## src/rtl/trw_pkg.sv

```systemverilog
package trw_pkg;

    localparam int TOKEN_W  = 32;
    localparam int WM_W     = 10;
    localparam int STATUS_W = 2;
    localparam int CFG_IDX_W = 8;

    localparam logic [STATUS_W-1:0] STATUS_SUCCESS   = 2'd0;
    localparam logic [STATUS_W-1:0] STATUS_OUT_OF_WIN = 2'd1;
    localparam logic [STATUS_W-1:0] STATUS_DUPLICATE = 2'd2;

    localparam logic [CFG_IDX_W-1:0] REG_START_TOKEN    = 8'd0;
    localparam logic [CFG_IDX_W-1:0] REG_BACKLOG_LIMIT  = 8'd1;
    localparam logic [CFG_IDX_W-1:0] REG_LOW_WATERMARK  = 8'd2;
    localparam logic [CFG_IDX_W-1:0] REG_HIGH_WATERMARK = 8'd3;

    localparam logic [WM_W-1:0] BACKLOG_RESET = 10'd0;
    localparam logic [WM_W-1:0] LOW_WM_RESET  = 10'd256;
    localparam logic [WM_W-1:0] HIGH_WM_RESET = 10'd768;

    typedef enum logic [2:0] {
        ST_CLEAR,
        ST_IDLE,
        ST_LOOKUP,
        ST_CHECK,
        ST_SHRINK,
        ST_BL_READ,
        ST_BL_TEST,
        ST_RESP
    } state_t;

endpackage

```

## src/rtl/token_replay_window_core.sv

```systemverilog
// Anti-replay window over 32-bit tokens, serial-number order modulo 2^32.
// Input channel s_valid/s_ready/s_token: one token per item. Result channel
// m_valid/m_ready/m_status: one status per item (success, out of window,
// duplicate). Configuration: cfg_we/cfg_index/cfg_wdata, single-cycle writes;
// the user must write only while the block is idle, which it does not enforce.
// The spent bitmap is a single-port memory with a registered read, walked by
// a small sequencer. An out-of-window token goes from idle straight to the
// result; any other token is looked up and checked, and a duplicate then goes
// to the result, while a success passes the optional watermark shrink and the
// backlog step first. The shrink retires one base entry per step; the backlog
// step reads the base entry and retires it if spent, both paced by the one port.
// Only one item is in work at a time; the next is accepted as soon as the
// previous status has moved into the output register, even if the receiver
// has not taken it yet. A stalled receiver holds the status in the output
// register and the sequencer waits before loading the next one.
// After reset, and after every start_token write, the bitmap is cleared one
// entry per cycle over all WINDOW_SIZE entries, during which s_ready stays low.
module token_replay_window_core
    import trw_pkg::*;
#(
    parameter int WINDOW_SIZE = 1024
) (
    input  logic                 aclk,
    input  logic                 aresetn,

    input  logic                 cfg_we,
    input  logic [CFG_IDX_W-1:0] cfg_index,
    input  logic [TOKEN_W-1:0]   cfg_wdata,

    input  logic                 s_valid,
    output logic                 s_ready,
    input  logic [TOKEN_W-1:0]   s_token,

    output logic                 m_valid,
    input  logic                 m_ready,
    output logic [STATUS_W-1:0]  m_status
);

    localparam int DW = (WINDOW_SIZE > 1) ? $clog2(WINDOW_SIZE) : 1;
    localparam int CW = (DW > WM_W) ? DW : WM_W;
    localparam logic [DW-1:0]      LAST_SLOT = DW'(WINDOW_SIZE - 1);
    localparam logic [DW:0]        WS_SUM    = (DW+1)'(WINDOW_SIZE);
    localparam logic [TOKEN_W-1:0] WS_TOKEN  = TOKEN_W'(WINDOW_SIZE);

    logic spent_mem [WINDOW_SIZE];
    logic mem_rdata_reg;
    logic mem_we;
    logic mem_wdata;
    logic [DW-1:0] mem_addr;

    state_t state_reg, state_next;
    logic [TOKEN_W-1:0]  base_reg, base_next;
    logic [DW-1:0]       ring_reg, ring_next;
    logic [DW-1:0]       dist_reg, dist_next;
    logic [DW-1:0]       slot_reg, slot_next;
    logic [DW-1:0]       clr_cnt_reg, clr_cnt_next;
    logic [STATUS_W-1:0] pend_reg, pend_next;
    logic                m_valid_reg, m_valid_next;
    logic [STATUS_W-1:0] m_status_reg, m_status_next;
    logic [WM_W-1:0]     backlog_reg, low_wm_reg, high_wm_reg;

    logic [TOKEN_W-1:0] dist_in;
    logic [DW:0]        slot_sum;
    logic [DW-1:0]      slot_calc;
    logic [CW-1:0]      dist_ext;
    logic               advance;

    assign dist_in   = s_token - base_reg;
    assign slot_sum  = {1'b0, dist_reg} + {1'b0, ring_reg};
    assign slot_calc = (slot_sum >= WS_SUM) ? DW'(slot_sum - WS_SUM) : slot_sum[DW-1:0];
    assign dist_ext  = CW'(dist_reg);

    always_ff @(posedge aclk) begin
        if (mem_we) begin
            spent_mem[mem_addr] <= mem_wdata;
        end
        mem_rdata_reg <= spent_mem[mem_addr];
    end

    always_ff @(posedge aclk) begin
        if (!aresetn) begin
            backlog_reg <= BACKLOG_RESET;
            low_wm_reg  <= LOW_WM_RESET;
            high_wm_reg <= HIGH_WM_RESET;
        end else if (cfg_we) begin
            unique case (cfg_index)
                REG_BACKLOG_LIMIT:  backlog_reg <= cfg_wdata[WM_W-1:0];
                REG_LOW_WATERMARK:  low_wm_reg  <= cfg_wdata[WM_W-1:0];
                REG_HIGH_WATERMARK: high_wm_reg <= cfg_wdata[WM_W-1:0];
                default: ;
            endcase
        end
    end

    always_ff @(posedge aclk) begin
        if (!aresetn) begin
            state_reg   <= ST_CLEAR;
            base_reg    <= '0;
            ring_reg    <= '0;
            clr_cnt_reg <= '0;
            m_valid_reg <= 1'b0;
        end else begin
            state_reg   <= state_next;
            base_reg    <= base_next;
            ring_reg    <= ring_next;
            clr_cnt_reg <= clr_cnt_next;
            m_valid_reg <= m_valid_next;
        end
    end

    always_ff @(posedge aclk) begin
        dist_reg     <= dist_next;
        slot_reg     <= slot_next;
        pend_reg     <= pend_next;
        m_status_reg <= m_status_next;
    end

    always_comb begin
        state_next    = state_reg;
        base_next     = base_reg;
        ring_next     = ring_reg;
        dist_next     = dist_reg;
        slot_next     = slot_reg;
        clr_cnt_next  = clr_cnt_reg;
        pend_next     = pend_reg;
        m_valid_next  = m_valid_reg & ~m_ready;
        m_status_next = m_status_reg;
        mem_we        = 1'b0;
        mem_wdata     = 1'b0;
        mem_addr      = ring_reg;
        s_ready       = 1'b0;
        advance       = 1'b0;

        unique case (state_reg)
            ST_CLEAR: begin
                mem_we   = 1'b1;
                mem_addr = clr_cnt_reg;
                if (clr_cnt_reg == LAST_SLOT) begin
                    state_next = ST_IDLE;
                end else begin
                    clr_cnt_next = clr_cnt_reg + 1'b1;
                end
            end
            ST_IDLE: begin
                s_ready = 1'b1;
                if (s_valid) begin
                    if (dist_in >= WS_TOKEN) begin
                        pend_next  = STATUS_OUT_OF_WIN;
                        state_next = ST_RESP;
                    end else begin
                        dist_next  = dist_in[DW-1:0];
                        state_next = ST_LOOKUP;
                    end
                end
            end
            ST_LOOKUP: begin
                mem_addr   = slot_calc;
                slot_next  = slot_calc;
                state_next = ST_CHECK;
            end
            ST_CHECK: begin
                if (mem_rdata_reg) begin
                    pend_next  = STATUS_DUPLICATE;
                    state_next = ST_RESP;
                end else begin
                    mem_we    = 1'b1;
                    mem_wdata = 1'b1;
                    mem_addr  = slot_reg;
                    if (dist_ext >= CW'(high_wm_reg)) begin
                        state_next = ST_SHRINK;
                    end else begin
                        state_next = ST_BL_READ;
                    end
                end
            end
            ST_SHRINK: begin
                if (dist_ext > CW'(low_wm_reg)) begin
                    advance = 1'b1;
                end else begin
                    state_next = ST_BL_READ;
                end
            end
            ST_BL_READ: begin
                if (dist_ext > CW'(backlog_reg)) begin
                    state_next = ST_BL_TEST;
                end else begin
                    pend_next  = STATUS_SUCCESS;
                    state_next = ST_RESP;
                end
            end
            ST_BL_TEST: begin
                if (mem_rdata_reg) begin
                    advance    = 1'b1;
                    state_next = ST_BL_READ;
                end else begin
                    pend_next  = STATUS_SUCCESS;
                    state_next = ST_RESP;
                end
            end
            ST_RESP: begin
                if (!m_valid_reg || m_ready) begin
                    m_valid_next  = 1'b1;
                    m_status_next = pend_reg;
                    state_next    = ST_IDLE;
                end
            end
            default: state_next = ST_CLEAR;
        endcase

        // retire the entry at the base and slide by one
        if (advance) begin
            mem_we    = 1'b1;
            mem_wdata = 1'b0;
            mem_addr  = ring_reg;
            base_next = base_reg + 1'b1;
            ring_next = (ring_reg == LAST_SLOT) ? '0 : ring_reg + 1'b1;
            dist_next = dist_reg - 1'b1;
        end

        if (cfg_we && cfg_index == REG_START_TOKEN) begin
            base_next    = cfg_wdata;
            ring_next    = '0;
            clr_cnt_next = '0;
            state_next   = ST_CLEAR;
        end
    end

    assign m_valid  = m_valid_reg;
    assign m_status = m_status_reg;

endmodule
```

## config.mk

```make
export PLATFORM = sky130hd
export DESIGN_NAME = token_replay_window_core
export DESIGN_NICKNAME = d
export VERILOG_FILES = /design/src/rtl/trw_pkg.sv /design/src/rtl/token_replay_window_core.sv
export SDC_FILE = /design/constraint.sdc
export NUM_CORES = 2
export LEC_CHECK = 0
export ABC_CLOCK_PERIOD_IN_PS = 19100
export BUFFER_PORTS_ARGS = -buffer_cell sky130_fd_sc_hd__buf_2
export CAP_MARGIN = 20
export CORE_UTILIZATION = 40
export CTS_CLUSTER_SIZE = 28
export DETAILED_ROUTE_END_ITERATION = 12
export SETUP_SLACK_MARGIN = 0.2
export SLEW_MARGIN = 15
export SYNTH_ARGS = -nofsm -noshare
export SYNTH_HDL_FRONTEND = slang
export SYNTH_SLANG_ARGS = --single-unit
```

## constraint.sdc

```tcl
create_clock -name aclk -period 19.1 [get_ports aclk]
set_input_delay 1.91 -clock aclk [delete_from_list [all_inputs] [get_ports aclk]]
set_output_delay 1.91 -clock aclk [all_outputs]
set_load 0.1 [all_outputs]
```

==> flow_metrics.py <==
metrics = {
    "timing": {
        "fmaxAchievable_mhz": 138,
        "finClkSkew_ns": 0.0726,
        "tns_ns": 0,
        "finalSetupViolations": 0,
        "period_minus_slack_ns": 7.23,
        "finalHoldViolations": 0,
        "min_period_over_period_pct": 37.8,
        "rsz0062_at_grt": "no",
        "relSlewSlack_pct": 19.9,
        "slew_viol_final": 0,
        "fin_ws_ns": 11.87,
        "worst_pin_slew_ns": 1.19,
    },
    "synth": {
        "syn-num-nets": 5101,
        "yosysTopAreaCellShare_pct": 58.7,
        "synthCells": 4948,
        "ys_seq_area_share_pct": 62.0,
        "synthTopCellsByArea": "edfxtp_1 (59%), nor2_1 (8.1%), nand2_1 (4.2%)",
        "ys_ff_latch": 1135,
        "synth-edff-count": 1048,
        "synth_cell_type_count": 91,
        "synth_top_area_cell": "edfxtp_1",
        "synth_ff_type": "edfxtp_1",
        "synth.most_common_cell": "nor2_1",
        "synthTopCellsByCount": "nor2_1 (1,159), edfxtp_1 (1,048), nand2_1 (606)",
        "syn-cell-area_um2": 53600,
        "synth-async-reset-ratio_pct": 0,
        "yosys_warnings": 0,
        "avgSynthCellArea_um2": 10.8,
    },
    "clock_tree": {
        "htree_num_levels": 3,
        "cts_sinks": 1135,
        "cts_tree": "yes",
        "clock_latency_ns": 0.78,
        "clk_path_buf_depth": 3,
        "clock-root-buffer": "clkbuf_16",
        "hold_buffers": 0,
        "numCtsBuffers": 121,
        "cts_resized": 0,
        "clk_pin_slew_ns": 0.06,
        "postCtsSetupRepairBufs": 0,
    },
    "detailed_routing": {
        "totalWireLength_mm": 158,
        "routedWlPerCell_um": 23.7,
        "drt_iter0_drc": 4881,
        "drc": 0,
        "vias": 38557,
        "avgViaCountPerCell": 5.76,
        "firstDrtPassIters": 5,
        "antenna_left": 0,
    },
    "die": {
        "pin_count": 81,
        "core_area_um2": 132000,
        "rows": 133,
        "start_util_pct": 40.5,
        "fp.dieH_um": 368,
        "die-area_um2": 135000,
        "die_w_um": 368,
    },
    "worst_setup_path": {
        "crit_type": "reg2reg",
        "cp_slowest_cell": "buf_4",
        "cp_max_fo": 78,
        "cpMostUsedCell": "buf_4",
        "slowest_delay_ns": 0.92,
        "worstPathRequired_ns": 19.76,
        "reg2reg_slack_ns": 11.87,
        "cp-start-kind": "flip-flop",
        "path_cells": "ha_1, fa_1, mux2_2, nand2_1, nand3_4, buf_4, buf_4, buf_4, mux2i_1, a22oi_1, a221oi_1, nand3_1, o21ai_1, nor4b_1, or4b_1, mux2_2",
        "arrival_ns": 7.89,
        "end_kind": "flip-flop",
    },
    "power_and_ir_drop": {
        "power_leakage_nw": 17.8,
        "p_total_mw": 6.93,
        "power_density_nw_per_um2": 117,
        "ir_drop_uv": 119,
    },
    "global_routing": {
        "antenna_found_initial": 0,
        "grt_pass1_wl_mm": 233,
        "track_usage_pct": 22.8,
        "first_global_vias": 36059,
        "overflow": 0,
        "grt_max_degree": 175,
    },
    "place": {
        "port-buffer-count": 80,
        "gp_congestion": 0.843,
        "dp_hpwl_mm": 83.7,
        "dp_slack_ns": 11.92,
    },
    "cells_and_area": {
        "largest_reg_flops": 1024,
        "area_delta_synth_final_pct": 10.8,
        "diodes": 0,
        "drive_above_1_share_pct": 8.81,
        "fin_nets": 4987,
    },
    "run_status": {
        "status": "finished clean",
    },
    "min_path": {
        "hp-class": "reg2reg",
    },
    "job": {
        "drv_cap": 0,
    },
}
metal layers:
layer | track usage (%) | wire [µm] | vias up
li1 | - | - | 17366
met1 | 31.9 | 67300 | 19260
met2 | 36.1 | 72800 | 1636
met3 | 3.97 | 13600 | 295
met4 | 6.95 | 4800 | 0
met5 | 0 | 0 | -
cell families (layout without fill, tap and decap cells):
family	after synthesis	after routing	synth area share (%)
buf+inv	516	503	4.15
xor+xnor	78	78	1.28
compound gates	692	692	8.97
fa+ha+maj	76	76	1.80
mux	245	245	4.63
flops	1135	1135	62.0
simple gates	2206	2206	17.2
where the power goes:
group / total [mW] / switching, mW / leakage (nW) / internal [mW]
Sequential: 2.77 / 0.0255 / 8.89 / 2.75
Combinational: 1.88 / 1.36 / 7.11 / 0.525
Clock: 2.27 / 1.00 / 1.84 / 1.27
Total: 6.93 / 2.38 / 17.8 / 4.54
path summary, 6_finish.rpt:
kind         cells after the start         from             to
max                             16  dist_ext[0]  mem_rdata_reg
min                              0  pend_reg[0]    m_status[0]
max reg2reg                     16  dist_ext[0]  mem_rdata_reg
min reg2reg                      0  pend_reg[0]    m_status[0]
metrics by stage:
stage | hold slack [ns] | cells | util [%] | instance area, µm²
after floorplan | 0.400 | 4948 | - | 53600
after global placement | 0.408 | 6440 | 41.7 | 55100
after detailed placement | 0.415 | 6445 | 41.8 | 55200
after CTS | 0.430 | 6669 | 44.6 | 59000
after global routing | 0.449 | 6690 | 44.9 | 59300
final | 0.428 | 6690 | 44.9 | 59300
cells in the final DEF, fill, tap and decap left out, drive strengths merged, types with 28 or more instances in the layout:
cell type	count
a22oi	122
xnor2	51
clkbuf	162
nor2	1162
nand2	607
a221o	49
o21ai	44
dfxtp	87
buf	175
inv	108
mux2i	224
a21o	35
a21oi	243
clkinv	50
nand3	212
edfxtp	1048
nand4	68
nor3	28
ha	74
critical path: cells and delay by family, from the launching register on:
| kind | cells | cell delay [ns] |
|---|---|---|
| flops | 1 | 0.51 |
| simple gates | 5 | 1.72 |
| buf+inv | 3 | 2.58 |
| fa+ha+maj | 2 | 0.78 |
| mux | 3 | 0.67 |
| compound gates | 3 | 0.68 |
cell type report:
type | count | area, µm²
fillers | 12484 | 72800
flip-flops and latches | 1135 | 33200
multi-input cells | 3297 | 18300
clock buffers | 162 | 3270
well taps | 1755 | 2200
repair buffers | 175 | 1390
clock inverters | 62 | 536
inverters | 104 | 390
No activity file was read; power rests on OpenSTA's default activity.
